### config.mk
export PLATFORM = sky130hd
export DESIGN_NAME = pplrp_out_stage
export DESIGN_NICKNAME = d
export VERILOG_FILES = /design/src/rtl/core/pplrp_pkg.sv /design/src/rtl/core/pplrp_out_stage.sv
export SDC_FILE = /design/constraint.sdc
export NUM_CORES = 1
export LEC_CHECK = 0
export ABC_AREA = 1
export BUFFER_PORTS_ARGS = -buffer_cell sky130_fd_sc_hd__buf_2
export CORE_MARGIN = 3
export CORE_UTILIZATION = 46
export CTS_CLUSTER_SIZE = 12
export DETAILED_ROUTE_END_ITERATION = 10
export PLACE_DENSITY = 0.8
export SETUP_SLACK_MARGIN = 0.15
export SYNTH_ARGS = -nofsm -noshare
export SYNTH_HDL_FRONTEND = slang
export SYNTH_SLANG_ARGS = --single-unit
export TNS_END_PERCENT = 100
### constraint.sdc
create_clock -name clk -period 2.29 [get_ports clk]
set_input_delay 0.458 -clock clk [delete_from_list [all_inputs] [get_ports clk]]
set_output_delay 0.458 -clock clk [all_outputs]
set_load 0.02 [all_outputs]
### src/rtl/core/pplrp_pkg.sv
// Shared types and constants for the ping-pong log record packer.
package pplrp_pkg;

	localparam int BUFFER_BYTES_DEF = 512;
	localparam int HEADER_BYTES     = 8;

	// command codes
	localparam logic [1:0] CMD_BEGIN   = 2'd0;
	localparam logic [1:0] CMD_PAYLOAD = 2'd1;
	localparam logic [1:0] CMD_DRAIN   = 2'd2;

	// status codes
	localparam logic [1:0] ST_OK      = 2'd0;
	localparam logic [1:0] ST_NO_BUF  = 2'd1;
	localparam logic [1:0] ST_IGNORED = 2'd2;

	typedef struct packed {
		logic [1:0]  command;
		logic [31:0] timestamp;
		logic [15:0] entry_type;
		logic [15:0] payload_length;
		logic [7:0]  data_byte;
	} cmd_t;

	typedef struct packed {
		logic [1:0] status;
		logic       out_valid;
		logic [7:0] out_byte;
		logic       out_buffer;
		logic       out_last;
	} rsp_t;

	// result of one item before the drained byte is back from memory
	typedef struct packed {
		logic [1:0] status;
		logic       out_valid;
		logic       out_buffer;
		logic       out_last;
	} tag_t;

endpackage

### src/rtl/core/pplrp_out_stage.sv
// Result path: tag stage waiting on the memory read, then the output register.
module pplrp_out_stage (
	input  logic              clk,
	input  logic              arst_n,
	input  logic              push,
	input  pplrp_pkg::tag_t   tag,
	input  logic [7:0]        rd_data,
	output logic              in_room,
	output logic              rsp_valid,
	input  logic              rsp_stall,
	output pplrp_pkg::rsp_t   rsp_item
);
	import pplrp_pkg::*;

	logic  s1_valid_q;
	tag_t  tag_s1;
	logic  s2_valid_q;
	rsp_t  rsp_s2;
	logic  s2_free;
	logic  s1_move;

	assign s2_free = !s2_valid_q || !rsp_stall;
	assign s1_move = s1_valid_q && s2_free;
	assign in_room = !s1_valid_q || s2_free;

	always_ff @(posedge clk or negedge arst_n) begin
		if (!arst_n) begin
			s1_valid_q <= 1'b0;
			s2_valid_q <= 1'b0;
		end else begin
			if (push) begin
				s1_valid_q <= 1'b1;
			end else if (s1_move) begin
				s1_valid_q <= 1'b0;
			end
			if (s1_move) begin
				s2_valid_q <= 1'b1;
			end else if (!rsp_stall) begin
				s2_valid_q <= 1'b0;
			end
		end
	end

	always_ff @(posedge clk) begin
		if (push) begin
			tag_s1 <= tag;
		end
		if (s1_move) begin
			rsp_s2.status     <= tag_s1.status;
			rsp_s2.out_valid  <= tag_s1.out_valid;
			rsp_s2.out_byte   <= tag_s1.out_valid ? rd_data : 8'd0;
			rsp_s2.out_buffer <= tag_s1.out_buffer;
			rsp_s2.out_last   <= tag_s1.out_last;
		end
	end

	assign rsp_valid = s2_valid_q;
	assign rsp_item  = rsp_s2;

endmodule

==> flow_metrics.tcl <==
set metrics [dict create \
    outcome "finished, final reports clean" \
    clk_pin_slew_ns 0.10 \
    slew_headroom 0.8202 \
    cp.arrival_ns 0.98 \
    hold_viol_final 0 \
    ios 32 \
    die_h_um 44.57 \
    synth_cell_types 7 \
    tritoncts "yes" \
    holdWs_ns 0.3445 \
    r2r_start "rsp_valid$_DFFE_PN0P_" \
    cts_root_buffer "clkbuf_4" \
    htreeDepth 1 \
    crit_path_end "in_room" \
    rr_endpoint "rsp_item[0]$_DFFE_PP_" \
    layout_commonest_cell "buf_2" \
    p_leak_nw 0.4477 \
    maxCapViolCount 0 \
    register_area_um2 590.6 \
    start_kind "flop" \
    via_count 415 \
    core_area_mm2 0.001350 \
    fill_cells 99 \
    drt-pass1-iter-count 2 \
    path_class "flop to output port" \
    max_clock_freq_mhz 696.6 \
    synth_top_area_frac 0.7898 \
    synth_warnings 0 \
    rr_worst_depth 2 \
    wl_per_cell_um 10.21 \
    grt_overflow_total 0 \
    antenna_cells 0 \
    synthCells 44 \
    critical_path.startpoint "rsp_valid$_DFFE_PN0P_" \
    gp_congestion 0.6193 \
    ys_ff_latch 20 \
    die_w_um 44.57 \
    area_growth_pct 31.08 \
    postRouteAntennaNets 0 \
    synth_fp_nets 61 \
    rsz0062_at_grt "no" \
    drc 0 \
    die_area_mm2 0.001986 \
    hp-class "input pin to flop" \
    grt_pass1_vias 424 \
    critPathCaptureType "output port" \
    grt_usage 0.1212 \
    multi_input_area_um2 51.30 \
    start_util 0.5070 \
    period_minus_slack_ns 1.436 \
    fin_skew_ns 0.004163 \
    layout_common_cells "31 x buf_2, 18 x edfxtp_1, 11 x nand2_1" \
    fin_setup_tns_ns 0 \
    cts.path.max_buffers 2 \
    grt_pass1_wl_um 1676 \
    crit_required_ns 1.83 \
    drive_gt1_frac 0.4375 \
    clkLatencyLatePin_ns 0.28 \
    worstMarginPinSlew_ns 0.2697 \
    ys_seq_area_frac 0.8629 \
    antenna_found_initial 0 \
    fin_crit_sh 0.6269 \
    vdd_drop_max_uv 479.8 \
    viasPerCell 4.368 \
    cts-buffers-inserted 3 \
    totalPowerFinal_w 0.0006833 \
    syn-cell-area_um2 684.4 \
    rrSetupSlack_ns 1.21 \
    synth_top_cell_by_area "edfxtp_1" \
    fp-row-count 13 \
    drv_slew 0 \
    dp_hpwl_um 795.6 \
    final_core_util 0.6645 \
    synthTopCellsByArea "edfxtp_1 79%, dfrtp_1 7.3%, nand2_1 6.0%, inv_1 5.5%, a21oi_1 0.73%" \
    clock-sinks 20 \
    cts_resized 0 \
    portBuffers 31 \
    cp_max_fo 4 \
    power.density_mw_per_mm2 761.7 \
    wirelength_um 970 \
    setup_violations 0 \
    grt_max_degree 14 \
    holdPathStages 1 \
    drt_first_iter_violations 11 \
    syn_area_per_cell_um2 15.55 \
    layout.nets 98 \
]
==> kinds of logic (layout without fill, tap and decap cells) <==
family / after synthesis / in the layout / synth area share
DFF: 20 / 20 / 0.8629
and+or+nand+nor: 12 / 12 / 0.06764
buffers and inverters: 11 / 47 / 0.06216
AOI/OAI and AO/OA: 1 / 1 / 0.007306
==> worst max-delay path, stage by stage (launching register included) <==
cell     delay (ns)
dfrtp_1        0.42
nand3_1        0.11
buf_2          0.17
==> cell usage after synthesis <==
| cell type | number |
|---|---|
| edfxtp_1 | 18 |
| nand2_1 | 11 |
| inv_1 | 10 |
| dfrtp_1 | 2 |
| a21oi_1 | 1 |
| buf_2 | 1 |
| nand3_1 | 1 |
==> metrics by stage <==
step,std cells,cell area (um^2),setup slack (ns)
CTS,95,897.1,0.8350
global placement,90,860.8,1.012
finish,95,897.1,0.8544
detailed placement,90,860.8,0.9976
global route,95,897.1,0.7892
floorplan,44,684.4,0.7031
==> flip-flops by register name (all words and copies together) (netlist names) <==
| register | flops |
|---|---|
| s1_valid_q | 1 |
| rsp_valid | 1 |
| rsp_item | 13 |
| tag_s1 | 5 |
==> what timing repair did <==
item                      4_1_cts  5_1_grt
hold endpoints to repair        2        0
setup buffers                   0        0
hold buffers                    1        0
==> area by class of cell <==
class,instances,area share
Multi-Input combinational cell,13,0.05718
Sequential cell,20,0.6583
Timing Repair Buffer,33,0.1925
Inverter,10,0.04184
Tap cell,15,0.02092
Clock buffer,3,0.02510
Clock inverter,1,0.004184
==> report_power, final <==
part,switching [W],internal [W]
sequential,0.00000988,0.000433
clock,0.0000910,0.0000632
combinational,0.0000546,0.0000315
==> worst min-delay path by stage <==
stage                            endpoint  startpoint  slack (ns)
global route          tag_s1[2]$_DFFE_PP_      tag[2]        0.33
floorplan           rsp_valid$_DFFE_PN0P_      arst_n        0.16
finish                tag_s1[4]$_DFFE_PP_      tag[4]        0.34
CTS                   tag_s1[3]$_DFFE_PP_      tag[3]        0.33
detailed placement  rsp_valid$_DFFE_PN0P_      arst_n        0.25
global placement    rsp_valid$_DFFE_PN0P_      arst_n        0.24
==> layer usage <==
layer	vias to the layer above	GRT usage	routed length (um)
li1	214	-	-
met1	180	0.1362	347
met2	19	0.2092	526
met3	2	0.02439	87
met4	0	0.07229	9
met5	-	0	0
Note: power is estimated with default switching activity, not from simulation.
