`src/rtl/core/pplrp_pkg.sv`:
```
// Shared types and constants for the ping-pong log record packer.
package pplrp_pkg;

	localparam int BUFFER_BYTES_DEF = 512;
	localparam int HEADER_BYTES     = 8;

	// command codes
	localparam logic [1:0] CMD_BEGIN   = 2'd0;
	localparam logic [1:0] CMD_PAYLOAD = 2'd1;
	localparam logic [1:0] CMD_DRAIN   = 2'd2;

	// status codes
	localparam logic [1:0] ST_OK      = 2'd0;
	localparam logic [1:0] ST_NO_BUF  = 2'd1;
	localparam logic [1:0] ST_IGNORED = 2'd2;

	typedef struct packed {
		logic [1:0]  command;
		logic [31:0] timestamp;
		logic [15:0] entry_type;
		logic [15:0] payload_length;
		logic [7:0]  data_byte;
	} cmd_t;

	typedef struct packed {
		logic [1:0] status;
		logic       out_valid;
		logic [7:0] out_byte;
		logic       out_buffer;
		logic       out_last;
	} rsp_t;

	// result of one item before the drained byte is back from memory
	typedef struct packed {
		logic [1:0] status;
		logic       out_valid;
		logic       out_buffer;
		logic       out_last;
	} tag_t;

endpackage

```
`src/rtl/core/pplrp_ctrl.sv`:
```
// Buffer bookkeeping, command decode, header write sequencer and memory requests.
module pplrp_ctrl #(
	parameter int BUFFER_BYTES = pplrp_pkg::BUFFER_BYTES_DEF
) (
	input  logic                                clk,
	input  logic                                arst_n,
	input  logic                                cmd_valid,
	output logic                                cmd_stall,
	input  pplrp_pkg::cmd_t                     cmd_item,
	input  logic                                in_room,
	output logic                                push,
	output pplrp_pkg::tag_t                     tag,
	output logic                                wr_en,
	output logic [$clog2(2*BUFFER_BYTES)-1:0]   wr_addr,
	output logic [7:0]                          wr_data,
	output logic                                rd_en,
	output logic [$clog2(2*BUFFER_BYTES)-1:0]   rd_addr
);
	import pplrp_pkg::*;

	localparam int CW = $clog2(BUFFER_BYTES + 1);
	localparam int AW = $clog2(2 * BUFFER_BYTES);
	localparam int RW = (CW > 17) ? CW : 17;
	localparam logic [CW-1:0] BUF_MAX = CW'(BUFFER_BYTES);
	localparam logic [AW-1:0] BUF_OFS = AW'(BUFFER_BYTES);

	logic [CW-1:0] fill_q [2];
	logic [CW-1:0] fill_d [2];
	logic [1:0]    full_q, full_d;
	logic          active_q, active_d;
	logic [15:0]   left_q, left_d;
	logic [CW-1:0] ptr_q, ptr_d;
	logic          pl_ok_q, pl_ok_d;
	logic [CW-1:0] dpos_q, dpos_d;
	logic          dbuf_q, dbuf_d;

	logic [2:0]    hdr_left_q;
	logic [55:0]   hdr_data_q;
	logic [AW-1:0] hdr_addr_q;
	logic          hdr_busy;
	logic          hdr_go;

	logic [RW-1:0] room [2];
	logic [RW-1:0] need;
	logic          b_sel;
	logic          ok;
	logic          pick;
	logic          found;
	logic          stop;

	function automatic logic [AW-1:0] buf_addr(input logic b, input logic [CW-1:0] p);
		return b ? (BUF_OFS + AW'(p)) : AW'(p);
	endfunction

	assign hdr_busy  = (hdr_left_q != 3'd0);
	assign cmd_stall = hdr_busy || !in_room;
	assign push      = cmd_valid && !cmd_stall;

	assign room[0] = RW'(BUF_MAX) - RW'(fill_q[0]);
	assign room[1] = RW'(BUF_MAX) - RW'(fill_q[1]);
	assign need    = RW'(cmd_item.payload_length) + RW'(HEADER_BYTES);

	always_comb begin
		fill_d[0] = fill_q[0];
		fill_d[1] = fill_q[1];
		full_d    = full_q;
		active_d  = active_q;
		left_d    = left_q;
		ptr_d     = ptr_q;
		pl_ok_d   = pl_ok_q;
		dpos_d    = dpos_q;
		dbuf_d    = dbuf_q;
		hdr_go    = 1'b0;
		wr_en     = hdr_busy;
		wr_addr   = hdr_addr_q;
		wr_data   = hdr_data_q[7:0];
		rd_en     = 1'b0;
		rd_addr   = '0;
		tag       = '{status: ST_IGNORED, out_valid: 1'b0, out_buffer: 1'b0, out_last: 1'b0};
		b_sel     = active_q;
		ok        = 1'b0;
		pick      = 1'b0;
		found     = 1'b0;
		stop      = 1'b0;
		if (push) begin
			case (cmd_item.command)
				CMD_BEGIN: begin
					left_d  = cmd_item.payload_length;
					pl_ok_d = 1'b0;
					ok      = 1'b1;
					// try the active buffer, then the other one; a failed try marks it full
					if (full_q[b_sel] || room[b_sel] < need) begin
						full_d[b_sel] = 1'b1;
						b_sel         = ~b_sel;
						if (full_q[b_sel] || room[b_sel] < need) begin
							full_d[b_sel] = 1'b1;
							ok            = 1'b0;
						end
					end
					active_d = b_sel;
					if (ok) begin
						fill_d[b_sel] = fill_q[b_sel] + CW'(HEADER_BYTES);
						ptr_d         = fill_q[b_sel] + CW'(HEADER_BYTES);
						pl_ok_d       = 1'b1;
						wr_en         = 1'b1;
						wr_addr       = buf_addr(b_sel, fill_q[b_sel]);
						wr_data       = cmd_item.timestamp[7:0];
						hdr_go        = 1'b1;
						tag.status    = ST_OK;
					end else begin
						tag.status    = ST_NO_BUF;
					end
				end
				CMD_PAYLOAD: begin
					if (left_q != 16'd0) begin
						left_d = left_q - 16'd1;
						if (pl_ok_q && ptr_q < BUF_MAX) begin
							wr_en            = 1'b1;
							wr_addr          = buf_addr(active_q, ptr_q);
							wr_data          = cmd_item.data_byte;
							ptr_d            = ptr_q + CW'(1);
							fill_d[active_q] = ptr_q + CW'(1);
							tag.status       = ST_OK;
						end
					end
				end
				CMD_DRAIN: begin
					// an empty full buffer is cleared and the search moves on
					for (int t = 0; t < 3; t++) begin
						if (!found && !stop) begin
							if (dpos_d != '0 && full_d[dbuf_d]) begin
								pick = dbuf_d;
							end else if (full_d[0]) begin
								pick = 1'b0;
							end else if (full_d[1]) begin
								pick = 1'b1;
							end else begin
								stop = 1'b1;
							end
							if (!stop) begin
								if (pick != dbuf_d) begin
									dpos_d = '0;
								end
								dbuf_d = pick;
								if (dpos_d >= fill_d[pick]) begin
									fill_d[pick] = '0;
									full_d[pick] = 1'b0;
									dpos_d       = '0;
								end else begin
									found          = 1'b1;
									rd_en          = 1'b1;
									rd_addr        = buf_addr(pick, dpos_d);
									tag.status     = ST_OK;
									tag.out_valid  = 1'b1;
									tag.out_buffer = pick;
									dpos_d         = dpos_d + CW'(1);
									if (dpos_d >= fill_d[pick]) begin
										tag.out_last = 1'b1;
										fill_d[pick] = '0;
										full_d[pick] = 1'b0;
										dpos_d       = '0;
									end
								end
							end
						end
					end
				end
				default: begin
				end
			endcase
		end
	end

	always_ff @(posedge clk or negedge arst_n) begin
		if (!arst_n) begin
			fill_q[0]  <= '0;
			fill_q[1]  <= '0;
			full_q     <= '0;
			active_q   <= 1'b0;
			left_q     <= '0;
			ptr_q      <= '0;
			pl_ok_q    <= 1'b0;
			dpos_q     <= '0;
			dbuf_q     <= 1'b0;
			hdr_left_q <= '0;
		end else begin
			fill_q[0] <= fill_d[0];
			fill_q[1] <= fill_d[1];
			full_q    <= full_d;
			active_q  <= active_d;
			left_q    <= left_d;
			ptr_q     <= ptr_d;
			pl_ok_q   <= pl_ok_d;
			dpos_q    <= dpos_d;
			dbuf_q    <= dbuf_d;
			if (hdr_go) begin
				hdr_left_q <= 3'(HEADER_BYTES - 1);
			end else if (hdr_busy) begin
				hdr_left_q <= hdr_left_q - 3'd1;
			end
		end
	end

	// header bytes 1..7, little endian, one per cycle after the accept
	always_ff @(posedge clk) begin
		if (hdr_go) begin
			hdr_data_q <= {cmd_item.payload_length, cmd_item.entry_type,
				cmd_item.timestamp[31:8]};
			hdr_addr_q <= wr_addr + AW'(1);
		end else if (hdr_busy) begin
			hdr_data_q <= {8'd0, hdr_data_q[55:8]};
			hdr_addr_q <= hdr_addr_q + AW'(1);
		end
	end

endmodule

```
`config.mk`:
```
export PLATFORM = sky130hd
export DESIGN_NAME = pplrp_ctrl
export DESIGN_NICKNAME = d
export VERILOG_FILES = /design/src/rtl/core/pplrp_pkg.sv /design/src/rtl/core/pplrp_ctrl.sv
export SDC_FILE = /design/constraint.sdc
export NUM_CORES = 1
export LEC_CHECK = 0
export CAP_MARGIN = 15
export CELL_PAD_IN_SITES_DETAIL_PLACEMENT = 1
export CELL_PAD_IN_SITES_GLOBAL_PLACEMENT = 1
export CORE_MARGIN = 2
export CORE_UTILIZATION = 30
export CTS_CLUSTER_DIAMETER = 80
export DETAILED_ROUTE_END_ITERATION = 16
export DONT_BUFFER_PORTS = 1
export PLACE_DENSITY = 0.6
export SKIP_CTS_REPAIR_TIMING = 1
export SKIP_LAST_GASP = 1
export SYNTH_ARGS = -nofsm -noshare
export SYNTH_HDL_FRONTEND = slang
export SYNTH_SLANG_ARGS = --single-unit
```
`constraint.sdc`:
```
create_clock -name clk -period 9.41 [get_ports clk]
set_input_delay 0.4705 -clock clk [delete_from_list [all_inputs] [get_ports clk]]
set_output_delay 0.4705 -clock clk [all_outputs]
set_load 0.02 [all_outputs]
```
==> impl_metrics.ini <==
[run_status]
result_of_the_run = completed

[synthesis]
netlist_top_cells_area = sky130_fd_sc_hd__edfxtp_1 17%, sky130_fd_sc_hd__dfrtp_1 14%, sky130_fd_sc_hd__nand2_1 10%, sky130_fd_sc_hd__ha_1 9.5%, sky130_fd_sc_hd__o21ai_0 4.4%
yosys.area.top_type_share = 0.173
synth_most_common_cell = sky130_fd_sc_hd__nand2_1
number_of_enable_flip_flop_cells_after_synthesis = 66
most_used_standard_cells_in_the_synthesized_netlist = 305 x sky130_fd_sc_hd__nand2_1, 118 x sky130_fd_sc_hd__nor2_1, 101 x sky130_fd_sc_hd__o21ai_0, 87 x sky130_fd_sc_hd__ha_1, 78 x sky130_fd_sc_hd__a21oi_1
yosys_warnings = 0
seq_total_area_yosys = 0.313
postSynthCellCount = 1448
synth-async-reset-ratio = 0.492
yosys.area.top_type = sky130_fd_sc_hd__edfxtp_1
synth_top_flop_cell = sky130_fd_sc_hd__edfxtp_1
synth.distinct_cells = 75
postSynthAreaPerCell_um2 = 7.91
ys_seq_elements = 130
synth_nets = 1613
cell_area_after_technology_mapping_um2 = 11400

[clock_network]
root_buffer = sky130_fd_sc_hd__clkbuf_16
worstSkewPairLatency_ns = 0.45
cts_tree = done
ctsLongestPathBuffers = 2
ctsHtreeMaxLevel = 4
cts.clk_slew.worst_paths_ns = 0.06
numCtsBuffers = 17
cts_sinks = 130

[timing]
setup_ws_ns = 0.714
worst_margin_pin_slew_ns = 0.974
max_freq_mhz = 115
setup_tns_ns = 0
timing.clock.skew_ns = 0.0115
fin_hold_ws_ns = 0.170
slew_headroom = 0.350
post_route_fraction_of_the_period_consumed_by_the_critical_path = 0.924
grt_setup_unrepaired = no
timing_hold_violations_final = 0
final_period_minus_worst_setup_slack_ns = 8.70
timing.final.max_slew_violations = 0
setup_viol = 0

[pwr]
p_total_uw = 3200
ir_worst_vdd_mv = 0.165
cellPowerDensity_nw_per_um2 = 255
cellLeakagePower_uw = 0.00539

[worst_setup_path]
critical_path.endpoint = rd_addr[9]
r2r_start = full_q[1]
critPathKind = reg -> out
cp_slowest_cell = sky130_fd_sc_hd__or4_1
worstPathMaxFanout = 19
required_ns = 8.94
startpoint_type = register
reg2reg_setup_slack_ns = 0.88
critical_path_s_largest_stage_delay_ns = 0.64
critical_path.startpoint = full_q[1]
worst_setup_end_kind = primary output
crit_path_frequent_cell = sky130_fd_sc_hd__o21ai_0
r2r_cells = 35
worst-endpoint-arrival_ns = 8.23

[routing]
postRouteAntennaNets = 0
wl_final_um = 40900
route.detailed.vias_per_inst = 5.56
detailedRoute.firstPassIterationCount = 5
dr_total_vias = 10700
initialDrtViolationCount = 756
drc = 0
average_wire_per_cell_in_the_routed_design_um = 21.2

[global_routing]
globalRouteOverflowTotal = 0
gr-usage-all-layers = 0.210
grt_first_pass_wirelength_um = 64200
vias_in_the_first_global_route = 10900
antenna_violations_before_repair = 0
grt_max_degree = 79

[cells_and_area]
flow.area_growth_from_synthesis_pct = 9.62
fraction_of_final_layout_cells_with_drive_strength_greater_than_1 = 0.0677
antennaDiodeCount = 0
post_route_core_utilization = 0.333
nets = 1569
fill_cells = 4570

[die]
initial_core_util = 0.304
die_w_um = 199
core_area_um2 = 37700
die_area_um2 = 39700
design.portCount = 115
die_h_um = 199
num_rows = 71

[placed_design]
place.port_buffers = 0
detailedPlace.worstSlack_ns = 1.00
gpl_congestion = 0.859
post-dp-hpwl_um = 30800

[min_path]
hold_class = in -> reg

[flow_run]
maxCapViolations = 0
-- routing by layer --
layer | up-vias | track usage | part of all wire
li1 | 5108 | - | -
met2 | 228 | 0.345 | 0.48
met4 | 0 | 0.0650 | 0.022
met5 | - | 0 | 0
met3 | 54 | 0.0338 | 0.040
met1 | 5339 | 0.283 | 0.46
-- report_power, final --
part,internal [uW],switching [uW],total (uW)
logic,535,922,1460
registers,859,185,1040
clock network,398,301,699
total,1790,1410,3200
-- area by class of cell --
class	count	area, um2	area share
clock buffer	17	425	0.0339
clock inverter	15	173	0.0138
inverter	49	184	0.0147
multi-input combinational	1183	7350	0.586
sequential	130	3580	0.286
tap	511	639	0.0510
timing repair buffer	23	195	0.0156
-- logic make-up (layout without fill, tap and decap cells) --
| group | Yosys count | after routing | synth area share |
|---|---|---|---|
| mux | 57 | 57 | 0.0524 |
| simple gates | 620 | 620 | 0.242 |
| flops | 130 | 130 | 0.313 |
| xor+xnor | 64 | 64 | 0.0490 |
| buf+inv | 135 | 104 | 0.0482 |
| fa+ha+maj | 87 | 87 | 0.0951 |
| compound gates | 355 | 355 | 0.200 |
-- critical path, delay by kind of cell, from the launching register on --
kind | cells | cell delay, ns
AO/OA/AOI/OAI | 12 | 2.80
adder cells (fa/ha/maj) | 3 | 0.81
buffers and inverters | 3 | 0.62
flip-flops | 1 | 0.36
AND/OR/NAND/NOR | 9 | 2.77
multiplexers | 1 | 0.38
-- cell usage in the layout (no fill, tap or decap), drive strengths merged, types with 23 or more instances in the layout --
| cell | instances |
|---|---|
| mux2 | 23 |
| dfrtp | 64 |
| edfxtp | 66 |
| o21ai | 106 |
| nand3 | 43 |
| inv | 54 |
| mux2i | 34 |
| nor3 | 29 |
| ha | 87 |
| xor2 | 29 |
| xnor2 | 35 |
| a21oi | 78 |
| nor2 | 118 |
| nand2 | 306 |
-- metrics by stage --
step                cells  area, um2
global route         1928      12500
finish               1928      12500
global placement     1894      11900
floorplan            1448      11400
detailed placement   1894      11900
CTS                  1926      12500
-- how the worst min path moves through the flow --
stage	start	endpoint	slack (ns)	depth (start not counted)
finish	cmd_item[22]	left_q[14]	0.17	1
global route	cmd_item[23]	left_q[15]	0.16	2
CTS	arst_n	dpos_q[1]	-0.30	0
detailed placement	arst_n	dpos_q[1]	0.18	0
global placement	arst_n	dpos_q[1]	0.18	0
floorplan	arst_n	asynchronous set/reset pin	0.17	0
Power figures use the tool's default switching activity.
